--- src/bf_pkg.sv ---
// Shared types, constants and initial pi tables for the Blowfish cipher block.
// Depends on nothing; bf_feistel and the top level refer to it by scoped names.
`default_nettype none

package bf_pkg;

  localparam int ROUNDS     = 16;
  localparam int PWORDS     = ROUNDS + 2;
  localparam int PIDX_W     = $clog2(PWORDS);
  localparam int SBOX_NUM   = 4;
  localparam int SBOX_DEPTH = 256;
  localparam int SADDR_W    = $clog2(SBOX_DEPTH);
  localparam int KEY_REGS   = 7;
  localparam int KEY_MAX    = 56;
  localparam int KEY_IDX_W  = 6;
  localparam int CFG_IDX_W  = 4;
  localparam int ENC_TOTAL  = (PWORDS + SBOX_NUM * SBOX_DEPTH) / 2;
  localparam int ENC_P      = PWORDS / 2;
  localparam int ENC_W      = $clog2(ENC_TOTAL);
  localparam int RCNT_W     = $clog2(ROUNDS);

  localparam logic [CFG_IDX_W-1:0] REG_KEY_LEN = CFG_IDX_W'(KEY_REGS);

  typedef enum logic [2:0] {
    ST_IDLE,
    ST_INIT,
    ST_LOAD,
    ST_ROUND,
    ST_WR2,
    ST_HOLD
  } state_t;

  function automatic logic [KEY_IDX_W-1:0] key_wrap(input logic [KEY_IDX_W-1:0] idx,
                                                   input logic [KEY_IDX_W-1:0] len);
    logic [KEY_IDX_W-1:0] nxt;
    nxt = idx + KEY_IDX_W'(1);
    return (nxt == len) ? '0 : nxt;
  endfunction

  localparam logic [31:0] PI_P [0:PWORDS-1] = '{
    32'h243f6a88, 32'h85a308d3, 32'h13198a2e, 32'h03707344, 32'ha4093822, 32'h299f31d0,
    32'h082efa98, 32'hec4e6c89, 32'h452821e6, 32'h38d01377, 32'hbe5466cf, 32'h34e90c6c,
    32'hc0ac29b7, 32'hc97c50dd, 32'h3f84d5b5, 32'hb5470917, 32'h9216d5d9, 32'h8979fb1b
  };

  localparam logic [31:0] PI_S [0:SBOX_NUM-1][0:SBOX_DEPTH-1] = '{
    '{
      32'hd1310ba6, 32'h98dfb5ac, 32'h2ffd72db, 32'hd01adfb7, 32'hb8e1afed, 32'h6a267e96,
      32'hba7c9045, 32'hf12c7f99, 32'h24a19947, 32'hb3916cf7, 32'h0801f2e2, 32'h858efc16,
      32'h636920d8, 32'h71574e69, 32'ha458fea3, 32'hf4933d7e, 32'h0d95748f, 32'h728eb658,
      32'h718bcd58, 32'h82154aee, 32'h7b54a41d, 32'hc25a59b5, 32'h9c30d539, 32'h2af26013,
      32'hc5d1b023, 32'h286085f0, 32'hca417918, 32'hb8db38ef, 32'h8e79dcb0, 32'h603a180e,
      32'h6c9e0e8b, 32'hb01e8a3e, 32'hd71577c1, 32'hbd314b27, 32'h78af2fda, 32'h55605c60,
      32'he65525f3, 32'haa55ab94, 32'h57489862, 32'h63e81440, 32'h55ca396a, 32'h2aab10b6,
      32'hb4cc5c34, 32'h1141e8ce, 32'ha15486af, 32'h7c72e993, 32'hb3ee1411, 32'h636fbc2a,
      32'h2ba9c55d, 32'h741831f6, 32'hce5c3e16, 32'h9b87931e, 32'hafd6ba33, 32'h6c24cf5c,
      32'h7a325381, 32'h28958677, 32'h3b8f4898, 32'h6b4bb9af, 32'hc4bfe81b, 32'h66282193,
      32'h61d809cc, 32'hfb21a991, 32'h487cac60, 32'h5dec8032, 32'hef845d5d, 32'he98575b1,
      32'hdc262302, 32'heb651b88, 32'h23893e81, 32'hd396acc5, 32'h0f6d6ff3, 32'h83f44239,
      32'h2e0b4482, 32'ha4842004, 32'h69c8f04a, 32'h9e1f9b5e, 32'h21c66842, 32'hf6e96c9a,
      32'h670c9c61, 32'habd388f0, 32'h6a51a0d2, 32'hd8542f68, 32'h960fa728, 32'hab5133a3,
      32'h6eef0b6c, 32'h137a3be4, 32'hba3bf050, 32'h7efb2a98, 32'ha1f1651d, 32'h39af0176,
      32'h66ca593e, 32'h82430e88, 32'h8cee8619, 32'h456f9fb4, 32'h7d84a5c3, 32'h3b8b5ebe,
      32'he06f75d8, 32'h85c12073, 32'h401a449f, 32'h56c16aa6, 32'h4ed3aa62, 32'h363f7706,
      32'h1bfedf72, 32'h429b023d, 32'h37d0d724, 32'hd00a1248, 32'hdb0fead3, 32'h49f1c09b,
      32'h075372c9, 32'h80991b7b, 32'h25d479d8, 32'hf6e8def7, 32'he3fe501a, 32'hb6794c3b,
      32'h976ce0bd, 32'h04c006ba, 32'hc1a94fb6, 32'h409f60c4, 32'h5e5c9ec2, 32'h196a2463,
      32'h68fb6faf, 32'h3e6c53b5, 32'h1339b2eb, 32'h3b52ec6f, 32'h6dfc511f, 32'h9b30952c,
      32'hcc814544, 32'haf5ebd09, 32'hbee3d004, 32'hde334afd, 32'h660f2807, 32'h192e4bb3,
      32'hc0cba857, 32'h45c8740f, 32'hd20b5f39, 32'hb9d3fbdb, 32'h5579c0bd, 32'h1a60320a,
      32'hd6a100c6, 32'h402c7279, 32'h679f25fe, 32'hfb1fa3cc, 32'h8ea5e9f8, 32'hdb3222f8,
      32'h3c7516df, 32'hfd616b15, 32'h2f501ec8, 32'had0552ab, 32'h323db5fa, 32'hfd238760,
      32'h53317b48, 32'h3e00df82, 32'h9e5c57bb, 32'hca6f8ca0, 32'h1a87562e, 32'hdf1769db,
      32'hd542a8f6, 32'h287effc3, 32'hac6732c6, 32'h8c4f5573, 32'h695b27b0, 32'hbbca58c8,
      32'he1ffa35d, 32'hb8f011a0, 32'h10fa3d98, 32'hfd2183b8, 32'h4afcb56c, 32'h2dd1d35b,
      32'h9a53e479, 32'hb6f84565, 32'hd28e49bc, 32'h4bfb9790, 32'he1ddf2da, 32'ha4cb7e33,
      32'h62fb1341, 32'hcee4c6e8, 32'hef20cada, 32'h36774c01, 32'hd07e9efe, 32'h2bf11fb4,
      32'h95dbda4d, 32'hae909198, 32'heaad8e71, 32'h6b93d5a0, 32'hd08ed1d0, 32'hafc725e0,
      32'h8e3c5b2f, 32'h8e7594b7, 32'h8ff6e2fb, 32'hf2122b64, 32'h8888b812, 32'h900df01c,
      32'h4fad5ea0, 32'h688fc31c, 32'hd1cff191, 32'hb3a8c1ad, 32'h2f2f2218, 32'hbe0e1777,
      32'hea752dfe, 32'h8b021fa1, 32'he5a0cc0f, 32'hb56f74e8, 32'h18acf3d6, 32'hce89e299,
      32'hb4a84fe0, 32'hfd13e0b7, 32'h7cc43b81, 32'hd2ada8d9, 32'h165fa266, 32'h80957705,
      32'h93cc7314, 32'h211a1477, 32'he6ad2065, 32'h77b5fa86, 32'hc75442f5, 32'hfb9d35cf,
      32'hebcdaf0c, 32'h7b3e89a0, 32'hd6411bd3, 32'hae1e7e49, 32'h00250e2d, 32'h2071b35e,
      32'h226800bb, 32'h57b8e0af, 32'h2464369b, 32'hf009b91e, 32'h5563911d, 32'h59dfa6aa,
      32'h78c14389, 32'hd95a537f, 32'h207d5ba2, 32'h02e5b9c5, 32'h83260376, 32'h6295cfa9,
      32'h11c81968, 32'h4e734a41, 32'hb3472dca, 32'h7b14a94a, 32'h1b510052, 32'h9a532915,
      32'hd60f573f, 32'hbc9bc6e4, 32'h2b60a476, 32'h81e67400, 32'h08ba6fb5, 32'h571be91f,
      32'hf296ec6b, 32'h2a0dd915, 32'hb6636521, 32'he7b9f9b6, 32'hff34052e, 32'hc5855664,
      32'h53b02d5d, 32'ha99f8fa1, 32'h08ba4799, 32'h6e85076a
    },
    '{
      32'h4b7a70e9, 32'hb5b32944, 32'hdb75092e, 32'hc4192623, 32'had6ea6b0, 32'h49a7df7d,
      32'h9cee60b8, 32'h8fedb266, 32'hecaa8c71, 32'h699a17ff, 32'h5664526c, 32'hc2b19ee1,
      32'h193602a5, 32'h75094c29, 32'ha0591340, 32'he4183a3e, 32'h3f54989a, 32'h5b429d65,
      32'h6b8fe4d6, 32'h99f73fd6, 32'ha1d29c07, 32'hefe830f5, 32'h4d2d38e6, 32'hf0255dc1,
      32'h4cdd2086, 32'h8470eb26, 32'h6382e9c6, 32'h021ecc5e, 32'h09686b3f, 32'h3ebaefc9,
      32'h3c971814, 32'h6b6a70a1, 32'h687f3584, 32'h52a0e286, 32'hb79c5305, 32'haa500737,
      32'h3e07841c, 32'h7fdeae5c, 32'h8e7d44ec, 32'h5716f2b8, 32'hb03ada37, 32'hf0500c0d,
      32'hf01c1f04, 32'h0200b3ff, 32'hae0cf51a, 32'h3cb574b2, 32'h25837a58, 32'hdc0921bd,
      32'hd19113f9, 32'h7ca92ff6, 32'h94324773, 32'h22f54701, 32'h3ae5e581, 32'h37c2dadc,
      32'hc8b57634, 32'h9af3dda7, 32'ha9446146, 32'h0fd0030e, 32'hecc8c73e, 32'ha4751e41,
      32'he238cd99, 32'h3bea0e2f, 32'h3280bba1, 32'h183eb331, 32'h4e548b38, 32'h4f6db908,
      32'h6f420d03, 32'hf60a04bf, 32'h2cb81290, 32'h24977c79, 32'h5679b072, 32'hbcaf89af,
      32'hde9a771f, 32'hd9930810, 32'hb38bae12, 32'hdccf3f2e, 32'h5512721f, 32'h2e6b7124,
      32'h501adde6, 32'h9f84cd87, 32'h7a584718, 32'h7408da17, 32'hbc9f9abc, 32'he94b7d8c,
      32'hec7aec3a, 32'hdb851dfa, 32'h63094366, 32'hc464c3d2, 32'hef1c1847, 32'h3215d908,
      32'hdd433b37, 32'h24c2ba16, 32'h12a14d43, 32'h2a65c451, 32'h50940002, 32'h133ae4dd,
      32'h71dff89e, 32'h10314e55, 32'h81ac77d6, 32'h5f11199b, 32'h043556f1, 32'hd7a3c76b,
      32'h3c11183b, 32'h5924a509, 32'hf28fe6ed, 32'h97f1fbfa, 32'h9ebabf2c, 32'h1e153c6e,
      32'h86e34570, 32'heae96fb1, 32'h860e5e0a, 32'h5a3e2ab3, 32'h771fe71c, 32'h4e3d06fa,
      32'h2965dcb9, 32'h99e71d0f, 32'h803e89d6, 32'h5266c825, 32'h2e4cc978, 32'h9c10b36a,
      32'hc6150eba, 32'h94e2ea78, 32'ha5fc3c53, 32'h1e0a2df4, 32'hf2f74ea7, 32'h361d2b3d,
      32'h1939260f, 32'h19c27960, 32'h5223a708, 32'hf71312b6, 32'hebadfe6e, 32'heac31f66,
      32'he3bc4595, 32'ha67bc883, 32'hb17f37d1, 32'h018cff28, 32'hc332ddef, 32'hbe6c5aa5,
      32'h65582185, 32'h68ab9802, 32'heecea50f, 32'hdb2f953b, 32'h2aef7dad, 32'h5b6e2f84,
      32'h1521b628, 32'h29076170, 32'hecdd4775, 32'h619f1510, 32'h13cca830, 32'heb61bd96,
      32'h0334fe1e, 32'haa0363cf, 32'hb5735c90, 32'h4c70a239, 32'hd59e9e0b, 32'hcbaade14,
      32'heecc86bc, 32'h60622ca7, 32'h9cab5cab, 32'hb2f3846e, 32'h648b1eaf, 32'h19bdf0ca,
      32'ha02369b9, 32'h655abb50, 32'h40685a32, 32'h3c2ab4b3, 32'h319ee9d5, 32'hc021b8f7,
      32'h9b540b19, 32'h875fa099, 32'h95f7997e, 32'h623d7da8, 32'hf837889a, 32'h97e32d77,
      32'h11ed935f, 32'h16681281, 32'h0e358829, 32'hc7e61fd6, 32'h96dedfa1, 32'h7858ba99,
      32'h57f584a5, 32'h1b227263, 32'h9b83c3ff, 32'h1ac24696, 32'hcdb30aeb, 32'h532e3054,
      32'h8fd948e4, 32'h6dbc3128, 32'h58ebf2ef, 32'h34c6ffea, 32'hfe28ed61, 32'hee7c3c73,
      32'h5d4a14d9, 32'he864b7e3, 32'h42105d14, 32'h203e13e0, 32'h45eee2b6, 32'ha3aaabea,
      32'hdb6c4f15, 32'hfacb4fd0, 32'hc742f442, 32'hef6abbb5, 32'h654f3b1d, 32'h41cd2105,
      32'hd81e799e, 32'h86854dc7, 32'he44b476a, 32'h3d816250, 32'hcf62a1f2, 32'h5b8d2646,
      32'hfc8883a0, 32'hc1c7b6a3, 32'h7f1524c3, 32'h69cb7492, 32'h47848a0b, 32'h5692b285,
      32'h095bbf00, 32'had19489d, 32'h1462b174, 32'h23820e00, 32'h58428d2a, 32'h0c55f5ea,
      32'h1dadf43e, 32'h233f7061, 32'h3372f092, 32'h8d937e41, 32'hd65fecf1, 32'h6c223bdb,
      32'h7cde3759, 32'hcbee7460, 32'h4085f2a7, 32'hce77326e, 32'ha6078084, 32'h19f8509e,
      32'he8efd855, 32'h61d99735, 32'ha969a7aa, 32'hc50c06c2, 32'h5a04abfc, 32'h800bcadc,
      32'h9e447a2e, 32'hc3453484, 32'hfdd56705, 32'h0e1e9ec9, 32'hdb73dbd3, 32'h105588cd,
      32'h675fda79, 32'he3674340, 32'hc5c43465, 32'h713e38d8, 32'h3d28f89e, 32'hf16dff20,
      32'h153e21e7, 32'h8fb03d4a, 32'he6e39f2b, 32'hdb83adf7
    },
    '{
      32'he93d5a68, 32'h948140f7, 32'hf64c261c, 32'h94692934, 32'h411520f7, 32'h7602d4f7,
      32'hbcf46b2e, 32'hd4a20068, 32'hd4082471, 32'h3320f46a, 32'h43b7d4b7, 32'h500061af,
      32'h1e39f62e, 32'h97244546, 32'h14214f74, 32'hbf8b8840, 32'h4d95fc1d, 32'h96b591af,
      32'h70f4ddd3, 32'h66a02f45, 32'hbfbc09ec, 32'h03bd9785, 32'h7fac6dd0, 32'h31cb8504,
      32'h96eb27b3, 32'h55fd3941, 32'hda2547e6, 32'habca0a9a, 32'h28507825, 32'h530429f4,
      32'h0a2c86da, 32'he9b66dfb, 32'h68dc1462, 32'hd7486900, 32'h680ec0a4, 32'h27a18dee,
      32'h4f3ffea2, 32'he887ad8c, 32'hb58ce006, 32'h7af4d6b6, 32'haace1e7c, 32'hd3375fec,
      32'hce78a399, 32'h406b2a42, 32'h20fe9e35, 32'hd9f385b9, 32'hee39d7ab, 32'h3b124e8b,
      32'h1dc9faf7, 32'h4b6d1856, 32'h26a36631, 32'heae397b2, 32'h3a6efa74, 32'hdd5b4332,
      32'h6841e7f7, 32'hca7820fb, 32'hfb0af54e, 32'hd8feb397, 32'h454056ac, 32'hba489527,
      32'h55533a3a, 32'h20838d87, 32'hfe6ba9b7, 32'hd096954b, 32'h55a867bc, 32'ha1159a58,
      32'hcca92963, 32'h99e1db33, 32'ha62a4a56, 32'h3f3125f9, 32'h5ef47e1c, 32'h9029317c,
      32'hfdf8e802, 32'h04272f70, 32'h80bb155c, 32'h05282ce3, 32'h95c11548, 32'he4c66d22,
      32'h48c1133f, 32'hc70f86dc, 32'h07f9c9ee, 32'h41041f0f, 32'h404779a4, 32'h5d886e17,
      32'h325f51eb, 32'hd59bc0d1, 32'hf2bcc18f, 32'h41113564, 32'h257b7834, 32'h602a9c60,
      32'hdff8e8a3, 32'h1f636c1b, 32'h0e12b4c2, 32'h02e1329e, 32'haf664fd1, 32'hcad18115,
      32'h6b2395e0, 32'h333e92e1, 32'h3b240b62, 32'heebeb922, 32'h85b2a20e, 32'he6ba0d99,
      32'hde720c8c, 32'h2da2f728, 32'hd0127845, 32'h95b794fd, 32'h647d0862, 32'he7ccf5f0,
      32'h5449a36f, 32'h877d48fa, 32'hc39dfd27, 32'hf33e8d1e, 32'h0a476341, 32'h992eff74,
      32'h3a6f6eab, 32'hf4f8fd37, 32'ha812dc60, 32'ha1ebddf8, 32'h991be14c, 32'hdb6e6b0d,
      32'hc67b5510, 32'h6d672c37, 32'h2765d43b, 32'hdcd0e804, 32'hf1290dc7, 32'hcc00ffa3,
      32'hb5390f92, 32'h690fed0b, 32'h667b9ffb, 32'hcedb7d9c, 32'ha091cf0b, 32'hd9155ea3,
      32'hbb132f88, 32'h515bad24, 32'h7b9479bf, 32'h763bd6eb, 32'h37392eb3, 32'hcc115979,
      32'h8026e297, 32'hf42e312d, 32'h6842ada7, 32'hc66a2b3b, 32'h12754ccc, 32'h782ef11c,
      32'h6a124237, 32'hb79251e7, 32'h06a1bbe6, 32'h4bfb6350, 32'h1a6b1018, 32'h11caedfa,
      32'h3d25bdd8, 32'he2e1c3c9, 32'h44421659, 32'h0a121386, 32'hd90cec6e, 32'hd5abea2a,
      32'h64af674e, 32'hda86a85f, 32'hbebfe988, 32'h64e4c3fe, 32'h9dbc8057, 32'hf0f7c086,
      32'h60787bf8, 32'h6003604d, 32'hd1fd8346, 32'hf6381fb0, 32'h7745ae04, 32'hd736fccc,
      32'h83426b33, 32'hf01eab71, 32'hb0804187, 32'h3c005e5f, 32'h77a057be, 32'hbde8ae24,
      32'h55464299, 32'hbf582e61, 32'h4e58f48f, 32'hf2ddfda2, 32'hf474ef38, 32'h8789bdc2,
      32'h5366f9c3, 32'hc8b38e74, 32'hb475f255, 32'h46fcd9b9, 32'h7aeb2661, 32'h8b1ddf84,
      32'h846a0e79, 32'h915f95e2, 32'h466e598e, 32'h20b45770, 32'h8cd55591, 32'hc902de4c,
      32'hb90bace1, 32'hbb8205d0, 32'h11a86248, 32'h7574a99e, 32'hb77f19b6, 32'he0a9dc09,
      32'h662d09a1, 32'hc4324633, 32'he85a1f02, 32'h09f0be8c, 32'h4a99a025, 32'h1d6efe10,
      32'h1ab93d1d, 32'h0ba5a4df, 32'ha186f20f, 32'h2868f169, 32'hdcb7da83, 32'h573906fe,
      32'ha1e2ce9b, 32'h4fcd7f52, 32'h50115e01, 32'ha70683fa, 32'ha002b5c4, 32'h0de6d027,
      32'h9af88c27, 32'h773f8641, 32'hc3604c06, 32'h61a806b5, 32'hf0177a28, 32'hc0f586e0,
      32'h006058aa, 32'h30dc7d62, 32'h11e69ed7, 32'h2338ea63, 32'h53c2dd94, 32'hc2c21634,
      32'hbbcbee56, 32'h90bcb6de, 32'hebfc7da1, 32'hce591d76, 32'h6f05e409, 32'h4b7c0188,
      32'h39720a3d, 32'h7c927c24, 32'h86e3725f, 32'h724d9db9, 32'h1ac15bb4, 32'hd39eb8fc,
      32'hed545578, 32'h08fca5b5, 32'hd83d7cd3, 32'h4dad0fc4, 32'h1e50ef5e, 32'hb161e6f8,
      32'ha28514d9, 32'h6c51133c, 32'h6fd5c7e7, 32'h56e14ec4, 32'h362abfce, 32'hddc6c837,
      32'hd79a3234, 32'h92638212, 32'h670efa8e, 32'h406000e0
    },
    '{
      32'h3a39ce37, 32'hd3faf5cf, 32'habc27737, 32'h5ac52d1b, 32'h5cb0679e, 32'h4fa33742,
      32'hd3822740, 32'h99bc9bbe, 32'hd5118e9d, 32'hbf0f7315, 32'hd62d1c7e, 32'hc700c47b,
      32'hb78c1b6b, 32'h21a19045, 32'hb26eb1be, 32'h6a366eb4, 32'h5748ab2f, 32'hbc946e79,
      32'hc6a376d2, 32'h6549c2c8, 32'h530ff8ee, 32'h468dde7d, 32'hd5730a1d, 32'h4cd04dc6,
      32'h2939bbdb, 32'ha9ba4650, 32'hac9526e8, 32'hbe5ee304, 32'ha1fad5f0, 32'h6a2d519a,
      32'h63ef8ce2, 32'h9a86ee22, 32'hc089c2b8, 32'h43242ef6, 32'ha51e03aa, 32'h9cf2d0a4,
      32'h83c061ba, 32'h9be96a4d, 32'h8fe51550, 32'hba645bd6, 32'h2826a2f9, 32'ha73a3ae1,
      32'h4ba99586, 32'hef5562e9, 32'hc72fefd3, 32'hf752f7da, 32'h3f046f69, 32'h77fa0a59,
      32'h80e4a915, 32'h87b08601, 32'h9b09e6ad, 32'h3b3ee593, 32'he990fd5a, 32'h9e34d797,
      32'h2cf0b7d9, 32'h022b8b51, 32'h96d5ac3a, 32'h017da67d, 32'hd1cf3ed6, 32'h7c7d2d28,
      32'h1f9f25cf, 32'hadf2b89b, 32'h5ad6b472, 32'h5a88f54c, 32'he029ac71, 32'he019a5e6,
      32'h47b0acfd, 32'hed93fa9b, 32'he8d3c48d, 32'h283b57cc, 32'hf8d56629, 32'h79132e28,
      32'h785f0191, 32'hed756055, 32'hf7960e44, 32'he3d35e8c, 32'h15056dd4, 32'h88f46dba,
      32'h03a16125, 32'h0564f0bd, 32'hc3eb9e15, 32'h3c9057a2, 32'h97271aec, 32'ha93a072a,
      32'h1b3f6d9b, 32'h1e6321f5, 32'hf59c66fb, 32'h26dcf319, 32'h7533d928, 32'hb155fdf5,
      32'h03563482, 32'h8aba3cbb, 32'h28517711, 32'hc20ad9f8, 32'habcc5167, 32'hccad925f,
      32'h4de81751, 32'h3830dc8e, 32'h379d5862, 32'h9320f991, 32'hea7a90c2, 32'hfb3e7bce,
      32'h5121ce64, 32'h774fbe32, 32'ha8b6e37e, 32'hc3293d46, 32'h48de5369, 32'h6413e680,
      32'ha2ae0810, 32'hdd6db224, 32'h69852dfd, 32'h09072166, 32'hb39a460a, 32'h6445c0dd,
      32'h586cdecf, 32'h1c20c8ae, 32'h5bbef7dd, 32'h1b588d40, 32'hccd2017f, 32'h6bb4e3bb,
      32'hdda26a7e, 32'h3a59ff45, 32'h3e350a44, 32'hbcb4cdd5, 32'h72eacea8, 32'hfa6484bb,
      32'h8d6612ae, 32'hbf3c6f47, 32'hd29be463, 32'h542f5d9e, 32'haec2771b, 32'hf64e6370,
      32'h740e0d8d, 32'he75b1357, 32'hf8721671, 32'haf537d5d, 32'h4040cb08, 32'h4eb4e2cc,
      32'h34d2466a, 32'h0115af84, 32'he1b00428, 32'h95983a1d, 32'h06b89fb4, 32'hce6ea048,
      32'h6f3f3b82, 32'h3520ab82, 32'h011a1d4b, 32'h277227f8, 32'h611560b1, 32'he7933fdc,
      32'hbb3a792b, 32'h344525bd, 32'ha08839e1, 32'h51ce794b, 32'h2f32c9b7, 32'ha01fbac9,
      32'he01cc87e, 32'hbcc7d1f6, 32'hcf0111c3, 32'ha1e8aac7, 32'h1a908749, 32'hd44fbd9a,
      32'hd0dadecb, 32'hd50ada38, 32'h0339c32a, 32'hc6913667, 32'h8df9317c, 32'he0b12b4f,
      32'hf79e59b7, 32'h43f5bb3a, 32'hf2d519ff, 32'h27d9459c, 32'hbf97222c, 32'h15e6fc2a,
      32'h0f91fc71, 32'h9b941525, 32'hfae59361, 32'hceb69ceb, 32'hc2a86459, 32'h12baa8d1,
      32'hb6c1075e, 32'he3056a0c, 32'h10d25065, 32'hcb03a442, 32'he0ec6e0e, 32'h1698db3b,
      32'h4c98a0be, 32'h3278e964, 32'h9f1f9532, 32'he0d392df, 32'hd3a0342b, 32'h8971f21e,
      32'h1b0a7441, 32'h4ba3348c, 32'hc5be7120, 32'hc37632d8, 32'hdf359f8d, 32'h9b992f2e,
      32'he60b6f47, 32'h0fe3f11d, 32'he54cda54, 32'h1edad891, 32'hce6279cf, 32'hcd3e7e6f,
      32'h1618b166, 32'hfd2c1d05, 32'h848fd2c5, 32'hf6fb2299, 32'hf523f357, 32'ha6327623,
      32'h93a83531, 32'h56cccd02, 32'hacf08162, 32'h5a75ebb5, 32'h6e163697, 32'h88d273cc,
      32'hde966292, 32'h81b949d0, 32'h4c50901b, 32'h71c65614, 32'he6c6c7bd, 32'h327a140a,
      32'h45e1d006, 32'hc3f27b9a, 32'hc9aa53fd, 32'h62a80f00, 32'hbb25bfe2, 32'h35bdd2f6,
      32'h71126905, 32'hb2040222, 32'hb6cbcf7c, 32'hcd769c2b, 32'h53113ec0, 32'h1640e3d3,
      32'h38abbd60, 32'h2547adf0, 32'hba38209c, 32'hf746ce76, 32'h77afa1c5, 32'h20756060,
      32'h85cbfe4e, 32'h8ae88dd8, 32'h7aaaf9b0, 32'h4cf9aa7e, 32'h1948c25c, 32'h02fb8a8c,
      32'h01c36ae4, 32'hd6ebe1f9, 32'h90d4f869, 32'ha65cdea0, 32'h3f09252d, 32'hc208e69f,
      32'hb74e6132, 32'hce77e25b, 32'h578fdfe3, 32'h3ac372e6
    }
  };

endpackage

`default_nettype wire

--- src/bf_feistel.sv ---
// Shared round unit: the Blowfish F function on the four S-box words and the
// XOR into the other half. Depends on bf_pkg.
`default_nettype none

module bf_feistel (
  input  logic [31:0] sbox_q [bf_pkg::SBOX_NUM],
  input  logic [31:0] half_in,
  output logic [31:0] half_out
);

  logic [31:0] f_val;

  assign f_val    = ((sbox_q[0] + sbox_q[1]) ^ sbox_q[2]) + sbox_q[3];
  assign half_out = half_in ^ f_val;

endmodule

`default_nettype wire

--- config.mk ---
export PLATFORM = sky130hd
export DESIGN_NAME = bf_feistel
export DESIGN_NICKNAME = d
export VERILOG_FILES = /design/src/bf_pkg.sv /design/src/bf_feistel.sv
export SDC_FILE = /design/constraint.sdc
export NUM_CORES = 1
export LEC_CHECK = 0
export ABC_CLOCK_PERIOD_IN_PS = 9600
export BUFFER_PORTS_ARGS = -buffer_cell sky130_fd_sc_hd__buf_2
export CORE_MARGIN = 2
export CORE_UTILIZATION = 53
export DETAILED_ROUTE_END_ITERATION = 8
export PLACE_DENSITY = 0.95
export SETUP_SLACK_MARGIN = 0.05
export SLEW_MARGIN = 15
export SYNTH_ARGS = -nofsm -noshare
export SYNTH_HDL_FRONTEND = slang
export SYNTH_SLANG_ARGS = --single-unit
--- constraint.sdc ---
create_clock -name vclk -period 9.6
set_input_delay 1.92 -clock vclk [all_inputs]
set_output_delay 1.92 -clock vclk [all_outputs]
set_load 0.03 [all_outputs]
==> results.py <==
metrics = {
    "timing": {
        "max_freq_mhz": 123.7,
        "tns_ps": 0,
        "setup_viol": 0,
        "hold_violations": 0,
        "setup_ws_ps": 1515,
        "slew_headroom_pct": 57.74,
        "worst_pin_slew_ps": 624.1,
        "period_needed_ps": 8085,
        "grt_setup_unrepaired": "no",
        "slew_viol_final": 0,
        "min_period_over_period_pct": 84.21,
    },
    "worst_setup_path": {
        "cp.arrival_ps": 6160,
        "cp-start-kind": "primary input",
        "crit_type": "primary input to output pin",
        "path_delay_family": "compound AO/OA/AOI/OAI gates",
        "startpoint": "sbox_q[67]",
        "crit_chain": "buf_2 > ha_1 > nand3_1 > o211ai_1 > a31o_2 > a31oi_1 > or2_2 > a21oi_1 > nor2b_1 > xnor2_1 > ha_1 > nand2_1 > nor2_1 > a211oi_1 > nand2_1 > o311ai_1 > nand3_1 > a31oi_1 > xnor2_1 > buf_2",
        "critPathMaxFanout": 7,
        "crit_cells": 20,
        "path_buf_inv": 2,
        "endpoint_kind": "output pin",
        "crit_end": "half_out[26]",
        "cp_slowest_cell": "ha_1",
        "cpPeakStageDelay_ps": 360,
        "required_ps": 7680,
    },
    "synthesis": {
        "synth-seq-area-share_pct": 0,
        "synth_most_common_cell": "xnor2_1",
        "yosysUniqueCellTypes": 55,
        "syn_inst": 514,
        "synth_top_cell_area_share_pct": 21.87,
        "synthesis.nets": 743,
        "synth_top_cells_by_area": "ha_1 (22%), xnor2_1 (18%), xor2_1 (9.4%), a21oi_1 (7.7%), a21o_1 (4.9%)",
        "syn-cell-area_mm2": 0.003832,
        "yosys.area.top_type": "ha_1",
        "ys_warn_count": 0,
        "syn_avg_cell_area_um2": 7.456,
        "synth_common_cells": "xnor2_1 (80), ha_1 (67), a21oi_1 (59)",
    },
    "global_route": {
        "grt.total_usage_pct": 28.83,
        "gr-total-overflow": 0,
        "grt_pass1_wl_um": 18880,
        "antenna_found_initial": 0,
        "grt_max_degree": 9,
        "grt_pass1_vias": 4341,
    },
    "floorplan": {
        "dieWidth_um": 89.04,
        "die_h_um": 89.04,
        "die_area_mm2": 0.007927,
        "ios": 192,
        "start_util_pct": 55.49,
        "rows": 30,
        "core-area_mm2": 0.006907,
    },
    "finish": {
        "num-nets-final": 930,
        "seq_area_um2": 0,
        "syn_to_final_growth_pct": 27.52,
        "seq_cells": 0,
        "n_antenna_cell": 0,
        "drive_gt1_share_pct": 29.76,
        "nClkBuffers": 0,
        "fillers": 579,
    },
    "pwr": {
        "pwr-share-seq_pct": 0,
        "ir_drop_mv": 0.1856,
        "power_frac_comb_pct": 100.0,
        "switchingPower_uw": 587.9,
        "clockPowerShare_pct": 0,
        "leakagePower_nw": 2.456,
        "p_sw_share_pct": 62.21,
        "power_density_mw_per_mm2": 193.4,
        "internal_power_uw": 357.1,
    },
    "clock_tree": {
        "cts_resized": 0,
        "post_cts_buffers": 0,
        "hold_buffers": 0,
    },
    "route": {
        "vias": 4638,
        "viasPerCell": 5.834,
        "wl_per_cell_um": 15.20,
        "routed_wl_um": 12090,
        "drt_iter0_markers": 195,
        "drc": 0,
        "first_pass_iters": 5,
        "ant_nets": 0,
    },
    "placed_design": {
        "post-place-ws_ps": 1549,
        "dp_hpwl_um": 10740,
        "port-buffer-count": 192,
        "gp_congestion": 1.036,
    },
    "worst_hold_path": {
        "min_path_type": "primary input to output pin",
    },
    "job": {
        "drv_cap": 0,
    },
    "outcome": {
        "status": "finished, final reports clean",
    },
}
[power groups by stage]
stage                     combinational (mW)  sequential [mW]  clock [mW]
after global placement                 0.914                0           0
after floorplan                        0.705                0           0
after global routing                    1.02                0           0
after CTS                              0.938                0           0
after detailed placement               0.934                0           0
final                                  0.945                0           0
[layer usage]
metal  part of all wire [%]  global-route usage [%]
met1                     40                   34.32
met2                     51                   56.31
met3                    7.0                   2.493
met4                    2.3                   5.020
met5                      0                       0
[worst min path at each step]
| stage | startpoint | to | slack [ps] | cells past startpoint |
|---|---|---|---|---|
| 6_report | half_in[1] | half_out[1] | 4150 | 3 |
| 3_5_place_dp | half_in[1] | half_out[1] | 4150 | 3 |
| 3_3_place_gp | half_in[0] | half_out[0] | 4140 | 3 |
| 5_1_grt | half_in[1] | half_out[1] | 4160 | 3 |
| 4_1_cts | half_in[1] | half_out[1] | 4150 | 3 |
| 2_1_floorplan | half_in[0] | half_out[0] | 4010 | 1 |
[final cells by class]
type	instances	area (um^2)	share of cell area, %
inverter	14	52.55	1.075
multi-input combinational	493	3754	76.80
tap	96	120.1	2.458
timing repair buffer	192	960.9	19.66
[worst min-delay path, delay by kind of cell]
kind	cells	cell delay [ps]
buf+inv	2	260
xor+xnor	1	50
[cells by family (layout without fill, tap and decap cells)]
| family | after synthesis | after routing | share of synthesized area, % |
|---|---|---|---|
| compound gates | 166 | 166 | 29.58 |
| simple gates | 136 | 136 | 17.53 |
| xor+xnor | 121 | 121 | 27.65 |
| fa+ha+maj | 69 | 69 | 22.92 |
| buf+inv | 21 | 206 | 2.057 |
| mux | 1 | 1 | 0.2612 |
[metrics by stage]
step | utilization [%] | cells | total power, mW | area, um^2 | hold WS, ps
finish | 70.76 | 795 | 0.9450 | 4887 | 4147
detailed placement | 70.76 | 795 | 0.9340 | 4887 | 4151
floorplan | - | 514 | 0.7046 | 3832 | 4012
global route | 70.76 | 795 | 1.017 | 4887 | 4157
global placement | 70.76 | 795 | 0.9136 | 4887 | 4143
CTS | 70.76 | 795 | 0.9380 | 4887 | 4152
[layout by cell type (no fill, tap or decap), types with 3 or more instances in the layout]
cell and instances:
nor2b_1 4, nand2_1 34, nand4_1 10, ha_1 67, inv_1 14, o21ai_1 3, a21o_1 25, o211ai_1 7
a211oi_1 4, xor2_1 41, o21ai_0 21, nor2_1 26, and3_1 6, a221oi_1 3, or3_1 7, a31oi_1 9
nor3_1 10, buf_2 192, nand3_1 18, xnor2_1 80, and2_1 4, o21bai_1 7, nor4_1 3, nand2b_1 8
o21a_1 4, a21oi_1 59
(Power assumes the default switching activity.)
